### src/rtl/nfh_sqrt.sv
`default_nettype none
// Bit-pair restoring square root of a 62-bit value, one result bit per cycle.
module nfh_sqrt (
  input  wire logic        clk_i,
  input  wire logic        rst_ni,
  input  wire logic        start_i,
  input  wire logic [61:0] val_i,
  output logic             done_o,
  output logic [30:0]      root_o
);
  logic [33:0] rem_q, rem_d;
  logic [30:0] root_q, root_d;
  logic [4:0]  cnt_q, cnt_d;
  logic        busy_q, busy_d, done_q, done_d;
  logic [35:0] trial;
  logic [35:0] cur;
  logic [61:0] src_q, src_d;

  always_comb begin
    rem_d = rem_q; root_d = root_q; cnt_d = cnt_q; busy_d = busy_q;
    src_d = src_q; done_d = 1'b0;
    cur   = {rem_q, src_q[61:60]};
    trial = {3'b000, root_q, 2'b01};
    if (start_i) begin
      rem_d = '0; root_d = '0; cnt_d = '0; busy_d = 1'b1; src_d = val_i;
    end else if (busy_q) begin
      src_d = {src_q[59:0], 2'b00};
      if (cur >= trial) begin
        rem_d  = 34'(cur - trial);
        root_d = {root_q[29:0], 1'b1};
      end else begin
        rem_d  = 34'(cur);
        root_d = {root_q[29:0], 1'b0};
      end
      cnt_d = cnt_q + 1'b1;
      if (cnt_q == 5'd30) begin
        busy_d = 1'b0; done_d = 1'b1;
      end
    end
  end

  always_ff @(posedge clk_i or negedge rst_ni) begin
    if (!rst_ni) begin
      busy_q <= 1'b0; cnt_q <= '0; done_q <= 1'b0;
    end else begin
      busy_q <= busy_d; cnt_q <= cnt_d; done_q <= done_d;
    end
  end

  always_ff @(posedge clk_i) begin
    rem_q <= rem_d; root_q <= root_d; src_q <= src_d;
  end

  assign done_o = done_q;
  assign root_o = root_q;
endmodule
`default_nettype wire
### config.mk
export PLATFORM = sky130hd
export DESIGN_NAME = nfh_sqrt
export DESIGN_NICKNAME = d
export VERILOG_FILES = /design/src/rtl/nfh_sqrt.sv
export SDC_FILE = /design/constraint.sdc
export NUM_CORES = 1
export LEC_CHECK = 0
export BUFFER_PORTS_ARGS = -buffer_cell sky130_fd_sc_hd__buf_2
export CORE_MARGIN = 2
export CORE_UTILIZATION = 50
export CTS_CLUSTER_SIZE = 25
export DETAILED_ROUTE_END_ITERATION = 8
export PLACE_DENSITY = 0.69
export SLEW_MARGIN = 5
export SYNTH_ARGS = -nofsm -noshare
export SYNTH_HDL_FRONTEND = slang
export SYNTH_SLANG_ARGS = --single-unit
### constraint.sdc
create_clock -name clk_i -period 4.3 [get_ports clk_i]
set_clock_uncertainty 0.2 [all_clocks]
set_input_delay 0.86 -clock clk_i [delete_from_list [all_inputs] [get_ports clk_i]]
set_output_delay 0.86 -clock clk_i [all_outputs]
set_load 0.01 [all_outputs]
### Word-level counts from Yosys, hierarchy flattened

Index checks and enable logic that the tools add are counted.

| storage, ports and cells | value |
|---|---|
| flip-flop bits (word level) | 134 |
| bits in latches | 0 |
| bits in writable memories | 0 |
| memory bits (read-only) | 0 |
| input port bits | 65 |
| output and inout port bits | 32 |
| memories kept | 0 |

| operators by class | value |
|---|---|
| $add $sub $neg | 2 |
| $mul | 0 |
| div/mod/pow operators | 0 |
| $lt $le $gt $ge | 1 |
| equality and inequality tests | 1 |
| shifts and indexed selects | 0 |
| multiplexer cells | 12 |
| bitwise operators | 0 |
| reductions and logical operators | 1 |

Operators with widths:

| operator | number |
|---|---|
| 2-to-1 mux 62 bit | 2 |
| greater-or-equal comparator 36 x 33 -> 1 bit | 1 |
| 2-to-1 mux 34 bit | 1 |
| subtractor 34 x 33 -> 34 bit | 1 |
| 2-to-1 mux 5 bit | 2 |
| 2-to-1 mux 1 bit | 7 |
| adder 5 x 1 -> 5 bit (second input constant) | 1 |
| == test 5 bit (second input constant) | 1 |
| nonzero test 2 bit | 1 |

### Logic depth before layout (Yosys ltp)

Gate-level depths: netlist (run 1).

| logic depth | value |
|---|---|
| depth after elaboration | 4 |
| gate-level depth with buffers | 14 |

### Worst setup path before layout (run 1)

OpenSTA, ideal clock, no wires.

| timing path | value |
|---|---|
| path type | register -> register |
| start | reg root_q[0] (netlist: root_o[0]) |
| end | reg rem_q[11] |
| setup time | 91 ps |
| arrival time | 2868 ps |
| data required time | 4009 ps |
| slack | 1141 ps |
| stages on the path, launching flop included | 14 |
| clock period less this slack | 3159 ps |
| cell sequence | dfxtp_1 -> inv_1 -> ha_1 -> and2b_1 -> o311ai_2 -> a21boi_2 -> o211a_1 -> nor4_2 -> o2111a_1 -> or2_1 -> buf_4 -> buf_4 -> nand2_1 -> a311oi_1 |

| between the ends | value |
|---|---|
| cells in the longest elaborated chain, start to end | 2 |
| elaborated cells on any way between the ends | 3 |
| classes of those cells | add/sub (1); order compare (1); mux (1) |

Ends and longest elaborated chain:

| element | line | RTL |
|---|---|---|
| start, declared | 12 | `logic [30:0] root_q, root_d;` |
| start signal, assigned | 51 | `rem_q <= rem_d; root_q <= root_d; src_q <= src_d;` |
| subtractor 34 x 33 -> 34 bit / greater-or-equal comparator 36 x 33 -> 1 bit (equally long branches) | 29, 28 |  |
| 2-to-1 mux 34 bit * | 28 | `if (cur >= trial) begin` |
| end signal, assigned | 51 |  |
| end, declared | 11 | `logic [33:0] rem_q, rem_d;` |

Mark *: on every way between the ends. The rest lies on a longest branch, timed or not.
A chain may end at the register's enable or synchronous reset.

### Final worst setup path (run 1)

| timing path | value |
|---|---|
| start | reg root_q[2] (netlist: root_o[2]) |
| end | reg rem_q[31] |

The elaborated chain is that of the path after synthesis.

==> results_dict.tcl, run 1 <==
set metrics [dict create \
    nFillCells 1264 \
    cts_resized 0 \
    core_um2 14500 \
    critPathKind "reg -> reg" \
    p_leak_nw 3.80 \
    slowest_stage "nor2_1" \
    ir_drop_mv 0.356 \
    synthCells 742 \
    num_vias 5648 \
    place.gp.congestion 0.909 \
    cts.clk_slew.worst_paths_ns 0.06 \
    slew_headroom 0.263 \
    ys_ff_latch 134 \
    crit_arrival_ns 3.82 \
    place.detailed.hpwl_um 10400 \
    ff2ff_path_depth 12 \
    numCtsBuffers 17 \
    min_period_ns 3.70 \
    crit_path_cell_trace "inv_1 -> ha_1 -> and3_1 -> o311ai_2 -> a21boi_2 -> o211a_1 -> nor4_2 -> o2111a_1 -> nor2_1 -> buf_4 -> nand2_1 -> a311oi_1" \
    synth_edf_count 62 \
    drv_cap 0 \
    hold_violations 0 \
    setup_viol 0 \
    max_freq_ghz 0.270 \
    min_path_type "in -> async" \
    wl_um 15400 \
    root_buffer "clkbuf_16" \
    final_common_cell "buf_2" \
    period_share 0.861 \
    post_drt_via_cell_ratio 5.53 \
    cts_tree "yes" \
    r2r-start "root_o[2]" \
    ys.flop_type "dfxtp_1" \
    route.detailed.drc 0 \
    yosysUniqueCellTypes 64 \
    ant_nets 0 \
    p_per_area_nw_per_um2 676 \
    die-height_um 126 \
    synthesis.area_um2 7400 \
    fp.dieW_um 126 \
    cts.sinks 134 \
    clk-insertion-delay-late_ns 0.43 \
    clk_path_buf_depth 2 \
    crit_path_max_incr_delay_ns 0.69 \
    nets 924 \
    grt_max_degree 137 \
    grt_pass1_wl_um 26000 \
    fin_area_um2 8550 \
    track_usage 0.201 \
    worst_pin_slew_ns 1.11 \
    holdBufCountCts 0 \
    grt_pass1_vias 5577 \
    die_area_um2 15800 \
    drt_pass1_iterations 5 \
    crit_required_ns 4.42 \
    io_buffers 96 \
    synth_nets 842 \
    htreeDepth 4 \
    critPathCaptureType "flop" \
    antenna_found_initial 1 \
    layout-drive-gt1-share 0.246 \
    crit_fanout 17 \
    cp-start-kind "flop" \
    wl_per_cell_um 15.1 \
    io_pins 97 \
    hold_ws_ns 0.0542 \
    ys_seq_area_frac 0.451 \
    rrSetupSlack_ns 0.60 \
    cts_setup_buffers 0 \
    rsz0062_at_grt "false" \
    report.final.slew_viol_count 0 \
    r2r_end "rem_q[31]" \
    synthArstFlopShare 0.0522 \
    drt-initial-drc-count 335 \
    tns_ns 0 \
    status "finished clean" \
    avgSynthCellArea_um2 9.97 \
    final_cell_mix "buf_2 (95), nor2_1 (92), nand2_1 (76), dfxtp_1 (65), edfxtp_1 (62)" \
    gr-total-overflow 0 \
    p_total_mw 5.78 \
    diodes 0 \
    syn_to_final_growth_pct 15.6 \
    placed_area_um2 8000 \
    start_util 0.511 \
    rows 44 \
    synth_warnings 0 \
]
-- cell usage after synthesis (13+ instances only) --
cell type	number	area (µm²)
clkbuf_1	24	90.1
a311oi_1	27	236
mux2i_1	32	320
a21o_1	16	120
mux2_2	60	676
xnor2_1	21	184
nor2_1	92	345
inv_1	40	150
nand2_1	76	285
edfxtp_1	62	1860
a21oi_1	32	160
ha_1	35	438
o21ai_0	15	75.1
dfxtp_1	65	1300
xor2_1	13	114
-- layout make-up --
cell class,count,area (µm²),share of cell area
inverters,40,150,0.0176
flip-flops and latches,134,3340,0.391
multi-input cells,529,3730,0.437
clock inverters,14,114,0.0133
repair buffers,102,541,0.0632
clock buffers,18,439,0.0514
well taps,184,230,0.0269
-- cells by family (layout without fill, tap and decap cells) --
family	Yosys count	after routing	share of synthesized area
flops	134	134	0.451
simple gates	240	240	0.147
buf+inv	79	174	0.0438
mux	92	92	0.135
compound gates	128	128	0.123
fa+ha+maj	35	35	0.0592
xor+xnor	34	34	0.0403
-- per-layer routing --
layer  share of wire  GRT usage  up-vias
met5          0.0010          0        -
met2            0.46      0.316      129
met3           0.059     0.0620       28
met1            0.46      0.257     2651
li1                -          -     2838
met4           0.022     0.0902        2
-- power by group --
| group | switching, mW | internal, mW | leakage (nW) | total (mW) |
|---|---|---|---|---|
| sequential | 0.116 | 1.54 | 1.28 | 1.66 |
| clock | 0.594 | 0.766 | 0.267 | 1.36 |
| combinational | 1.59 | 1.17 | 2.25 | 2.76 |
| total | 2.30 | 3.48 | 3.80 | 5.78 |
-- through the flow --
stage	instances	util	setup WS [ns]
2_1_floorplan	742	-	1.14
3_3_place_gp	989	0.552	0.824
3_5_place_dp	989	0.552	0.609
4_1_cts	1021	0.590	0.565
5_1_grt	1021	0.590	0.238
6_report	1021	0.590	0.599
-- state kept, by name, indices dropped and copies added (netlist names) --
register,cells
root_o,31
src_q,62
cnt_q,5
busy_q,1
done_o,1
rem_q,34
-- worst max-delay path by stage --
stage                   start        end  slack (ns)  depth (start not counted)
floorplan           root_o[0]  rem_q[11]        1.14                         13
global placement    root_o[4]  rem_q[19]        0.82                         12
detailed placement  root_o[3]  rem_q[31]        0.61                         12
CTS                 root_o[2]  rem_q[31]        0.56                         12
global route        root_o[0]  rem_q[31]        0.24                         12
finish              root_o[2]  rem_q[31]        0.60                         12
-- critical path, delay by kind of cell, from the launching register on --
kind            cells  cell delay (ns)
buf+inv             2             0.43
fa+ha+maj           1             0.37
simple gates        4             1.05
flops               1             0.36
compound gates      5             1.18
Power figures use the tool's default switching activity.
==> inputs of run 2 (changes only) <==
--- a/config.mk
+++ b/config.mk
@@ -7,10 +7,11 @@
 export LEC_CHECK = 0
 export BUFFER_PORTS_ARGS = -buffer_cell sky130_fd_sc_hd__buf_2
 export CORE_MARGIN = 2
-export CORE_UTILIZATION = 50
+export CORE_UTILIZATION = 40
+export CTS_BUF_LIST = sky130_fd_sc_hd__clkbuf_8
 export CTS_CLUSTER_SIZE = 25
 export DETAILED_ROUTE_END_ITERATION = 8
-export PLACE_DENSITY = 0.69
+export PLACE_DENSITY = 0.57
 export SLEW_MARGIN = 5
 export SYNTH_ARGS = -nofsm -noshare
 export SYNTH_HDL_FRONTEND = slang
==> run 2 against run 1 <==
  * Cell area decreased by 1.3%
  * First-iteration DRC count decreased by 12%
  * Die area increased by 24%
  * Setup slack improved by 0.070 ns
  * Fmax increased by 1.9%
  * Register-to-register slack improved by 0.07 ns
  * Combinational power about the same
  * Utilization decreased by 12 points
  * Via count decreased by 0.71%
==> results_dict.tcl, run 2 (same netlist as run 1, synthesis figures left out) <==
set metrics [dict create \
    status "finished clean" \
    final_common_cell "buf_2" \
    gr-total-overflow 0 \
    cts_resized 0 \
    htreeDepth 4 \
    rows 49 \
    root_buffer "clkbuf_8" \
    syn_to_final_growth_pct 14.1 \
    track_usage 0.165 \
    core_um2 18000 \
    clk-insertion-delay-late_ns 0.46 \
    place.gp.congestion 0.864 \
    die-height_um 140 \
    fin_util 0.468 \
    clk_path_buf_depth 2 \
    period_share 0.844 \
    cts.sinks 134 \
    setup_viol 0 \
    max_freq_ghz 0.275 \
    min_period_ns 3.63 \
    io_pins 97 \
    layout-drive-gt1-share 0.246 \
    drv_cap 0 \
    hold_violations 0 \
    critPathCaptureType "flop" \
    path_buf_inv 2 \
    fin_ws_ns 0.670 \
    p_leak_nw 3.72 \
    largest_reg_flops 62 \
    antenna_found_initial 0 \
    route.detailed.drc 0 \
    die_area_um2 19600 \
    report.final.slew_viol_count 0 \
    cts_tree "yes" \
    crit_path_max_incr_delay_ns 0.43 \
    place.detailed.hpwl_um 11200 \
    cts.clk_slew.worst_paths_ns 0.09 \
    fp.dieW_um 140 \
    start_util 0.410 \
    ant_nets 0 \
    io_buffers 96 \
    post_drt_via_cell_ratio 5.25 \
    grt_pass1_wl_um 26500 \
    worst_pin_slew_ns 0.843 \
    final_cell_mix "buf_2 (95), nor2_1 (92), nand2_1 (76), dfxtp_1 (65), edfxtp_1 (62)" \
    largest_register "src_q" \
    crit_path_cell_trace "inv_1 -> ha_1 -> and2b_1 -> o311ai_2 -> a21boi_2 -> o211a_1 -> nor4_2 -> o2111a_1 -> or2_1 -> buf_4 -> nand2_1 -> a311oi_1" \
    grt_pass1_vias 5559 \
    wl_per_cell_um 14.7 \
    nets 925 \
    p_per_area_nw_per_um2 642 \
    critPathKind "reg -> reg" \
    rsz0062_at_grt "false" \
    crit_arrival_ns 3.77 \
    timing.critical_path.max_delay_family "compound AO/OA/AOI/OAI gates" \
    min_path_type "reg -> reg" \
    slowest_stage "nor4_2" \
    nFillCells 1754 \
    numCtsBuffers 17 \
    drt-initial-drc-count 296 \
    pre_cts_slack_ns 0.632 \
    tns_ns 0 \
    wl_um 15700 \
    ir_drop_mv 0.358 \
    drt_pass1_iterations 4 \
    crit_fanout 34 \
    num_vias 5608 \
    grt_max_degree 58 \
    cp-start-kind "flop" \
    crit_required_ns 4.44 \
    rrSetupSlack_ns 0.67 \
    slew_headroom 0.436 \
    hold_ws_ns 0.286 \
]
[run 2: final timing paths]
path | from | end | cells past startpoint
setup / recovery | root_o[0] | rem_q[2] | 12
hold / removal | rem_q[32] | rem_q[32] | 2
setup reg to reg | root_o[0] | rem_q[2] | 12
hold reg to reg | rem_q[32] | rem_q[32] | 2
max in group asynchronous | rst_ni | busy_q | 2
min in group asynchronous | rst_ni | cnt_q[4] | 2
[run 2: cell type report]
class | count | area [µm²] | area share
multi-input combinational | 529 | 3730 | 0.442
clock buffer | 17 | 234 | 0.0277
antenna | 1 | 2.50 | 0.000297
sequential | 134 | 3340 | 0.396
timing repair buffer | 103 | 538 | 0.0638
inverter | 40 | 150 | 0.0178
clock inverter | 15 | 153 | 0.0181
tap | 229 | 287 | 0.0340
[run 2: metrics by stage]
step / cell area (µm²) / power [mW] / cells
final: 8440 / 5.42 / 1068
after global routing: 8440 / 5.91 / 1067
after CTS: 8440 / 5.48 / 1067
after detailed placement: 8040 / 4.42 / 1034
after global placement: 8040 / 4.38 / 1034
after floorplan: 7400 / 3.88 / 742
[run 2: power by group]
| part | leakage (nW) | total [mW] | switching, mW | internal (mW) |
|---|---|---|---|---|
| logic | 2.25 | 2.74 | 1.56 | 1.17 |
| registers | 1.28 | 1.65 | 0.116 | 1.54 |
| clock network | 0.190 | 1.03 | 0.591 | 0.436 |
[run 2: per-layer routing]
metal / track usage / up-vias / part of all wire
met1: 0.202 / 2659 / 0.45
li1: - / 2827 / -
met4: 0.0484 / 0 / 0.013
met2: 0.274 / 109 / 0.48
met5: 0 / - / 0
met3: 0.0585 / 13 / 0.059
[run 2: tightest hold or removal path, delay by kind of cell (launching register included)]
family | cells | cell delay [ns]
flip-flops | 1 | 0.32
AO/OA/AOI/OAI | 1 | 0.05
AND/OR/NAND/NOR | 1 | 0.08
[run 2: repair_timing]
action / 4_1_cts / 5_1_grt
hold buffers: 1 / 0
setup endpoints to repair: 0 / 0
hold endpoints to repair: 7 / 0
buffers inserted: 0 / 0
==> inputs of run 3 (changes only) <==
==> constraint.sdc (replaced) <==
create_clock -name clk_i -period 3.64 [get_ports clk_i]
set_clock_uncertainty 0.2 [all_clocks]
set_input_delay 0.728 -clock clk_i [delete_from_list [all_inputs] [get_ports clk_i]]
set_output_delay 0.728 -clock clk_i [all_outputs]
set_load 0.01 [all_outputs]
==> run 3 against run 2 <==
  * Sequential power up 19%
  * Via count rose by 1.6%
  * Global-route usage increased by 0.95 points
  * Critical path depth did not move
  * Hold slack better by 0.0011 ns
  * Setup slack worse by 0.46 ns
  * Utilization increased by 0.42 points
  * Die area stayed put
  * Largest power group unchanged
  * Wire length is 3.5% higher
==> results_dict.tcl, run 3 (same netlist as run 1, synthesis figures left out) <==
set metrics [dict create \
    crit_path_max_incr_delay_ns 0.49 \
    critPathCaptureType "flop" \
    met2_usage 0.282 \
    die_area_um2 19600 \
    switchingPower_mw 2.75 \
    cp-start-kind "flop" \
    drv_cap 0 \
    layout-drive-gt1-share 0.258 \
    drt_pass1_iterations 4 \
    crit_fanout 27 \
    use_met1 0.222 \
    grt_pass1_vias 5893 \
    diodes 0 \
    period_share 0.942 \
    root_buffer "clkbuf_8" \
    crit_path_cell_trace "inv_1 -> ha_1 -> and3_1 -> o311ai_2 -> a21boi_2 -> o211a_1 -> nor4_4 -> o2111a_1 -> or2_1 -> buf_12 -> or4_1 -> a311oi_2" \
    syn_to_final_growth_pct 15.1 \
    track_usage 0.174 \
    rsz0062_at_grt "false" \
    min_path_type "reg -> reg" \
    htreeDepth 4 \
    ant_nets 0 \
    largest_reg_flops 62 \
    min_period_ns 3.43 \
    slowest_stage "or4_1" \
    p_seq_frac 0.298 \
    comb_power_share 0.521 \
    critPathKind "reg -> reg" \
    gr-total-overflow 0 \
    swShare 0.419 \
    place.gp.congestion 0.873 \
    hold_violations 0 \
    setup_viol 0 \
    wl_per_cell_um 15.1 \
    largest_register "src_q" \
    crit_arrival_ns 3.61 \
    place.detailed.hpwl_um 11300 \
    final_cell_mix "buf_2 (95), nor2_1 (92), nand2_1 (76), dfxtp_1 (63), edfxtp_1 (62)" \
    status "finished clean" \
    p_int_mw 3.81 \
    grt.busiest_layer "met2" \
    fin_util 0.472 \
    slew_headroom 0.477 \
    io_buffers 96 \
    drt-initial-drc-count 334 \
    route.detailed.drc 0 \
    grtUsageMet3 0.0513 \
    nets 932 \
    final_common_cell "buf_2" \
    worst_pin_slew_ns 0.784 \
    clk_path_buf_depth 2 \
    io_pins 97 \
    ir_drop_mv 0.458 \
    start_util 0.410 \
    grt_max_degree 91 \
    core_um2 18000 \
    wl_um 16300 \
    clk-insertion-delay-late_ns 0.46 \
    tns_ns 0 \
    numCtsBuffers 17 \
    grt_pass1_wl_um 28000 \
    pwr-share-clk 0.181 \
    post_drt_via_cell_ratio 5.30 \
    cts_tree "yes" \
    p_per_area_nw_per_um2 771 \
    cts.clk_slew.worst_paths_ns 0.09 \
    num_vias 5697 \
    fp.dieW_um 140 \
    max_freq_ghz 0.292 \
    report.final.slew_viol_count 0 \
    rows 49 \
    cts.sinks 134 \
    antenna_found_initial 0 \
    p_leak_nw 3.76 \
    crit_required_ns 3.82 \
    die-height_um 140 \
]
[run 3: changes by cell type in the layout (fill, tap and decap cells not counted), moves of 2 or more]
cell	previous run	this run
buf_12	0	2
dfxtp_2	0	2
dfxtp_1	65	63
ha_2	0	2
buf_4	7	12
clkinv_4	0	2
inv_6	4	7
ha_1	35	33
inv_8	7	3
[run 3: metal layers]
metal / part of all wire / up-vias
met5: 0 / -
met4: 0.019 / 0
met3: 0.044 / 22
met2: 0.47 / 118
met1: 0.47 / 2712
li1: - / 2845
[run 3: what timing repair did]
| action | in CTS | in global routing |
|---|---|---|
| endpoints found under the hold margin | 7 | 0 |
| resized for setup | 0 | 6 |
| hold buffers | 1 | 0 |
| setup endpoints to repair | 0 | 32 |
| setup buffers | 0 | 1 |
[run 3: final cells by class]
type / instances / area, µm²
clock buffer: 17 / 234
clock inverter: 15 / 133
fill: 1750 / 9510
inverter: 40 / 150
multi-input combinational: 529 / 3750
sequential: 134 / 3340
tap: 229 / 287
timing repair buffer: 110 / 616
[run 3: power by group through the flow]
stage,clock (mW),sequential (mW),combinational [mW]
after floorplan,0,1.95,2.64
after global placement,0,1.98,3.32
after detailed placement,0,1.98,3.37
after CTS,1.23,1.96,3.39
after global routing,1.29,1.99,3.86
final,1.19,1.96,3.42
[run 3: worst paths after layout]
path                             end  startpoint  slack (ns)  cells past startpoint
max                        rem_q[33]   root_o[4]        0.21                     12
max reg2reg                rem_q[33]   root_o[4]        0.21                     12
min reg2reg                rem_q[32]   rem_q[32]        0.29                      2
max in group asynchronous     busy_q      rst_ni        2.64                      2
min                        rem_q[32]   rem_q[32]        0.29                      2
min in group asynchronous   cnt_q[1]      rst_ni        0.42                      2
[run 3: worst max-delay path, delay by kind of cell (launching register included)]
kind	cells	cell delay [ns]
AOI/OAI and AO/OA	5	1.10
and+or+nand+nor	4	1.07
DFF	1	0.37
adders and majority gates	1	0.36
buffers and inverters	2	0.25
[run 3: stage by stage]
stage | cell area [µm²] | std cells | hold slack, ns | power [mW] | setup slack (ns)
5_1_grt | 8520 | 1074 | 0.309 | 7.14 | 0.000516
3_5_place_dp | 8110 | 1040 | 0.278 | 5.35 | 0.150
2_1_floorplan | 7400 | 742 | 0.232 | 4.58 | 0.481
4_1_cts | 8490 | 1073 | 0.289 | 6.57 | 0.131
6_report | 8520 | 1074 | 0.287 | 6.57 | 0.211
3_3_place_gp | 8110 | 1040 | 0.272 | 5.30 | 0.294
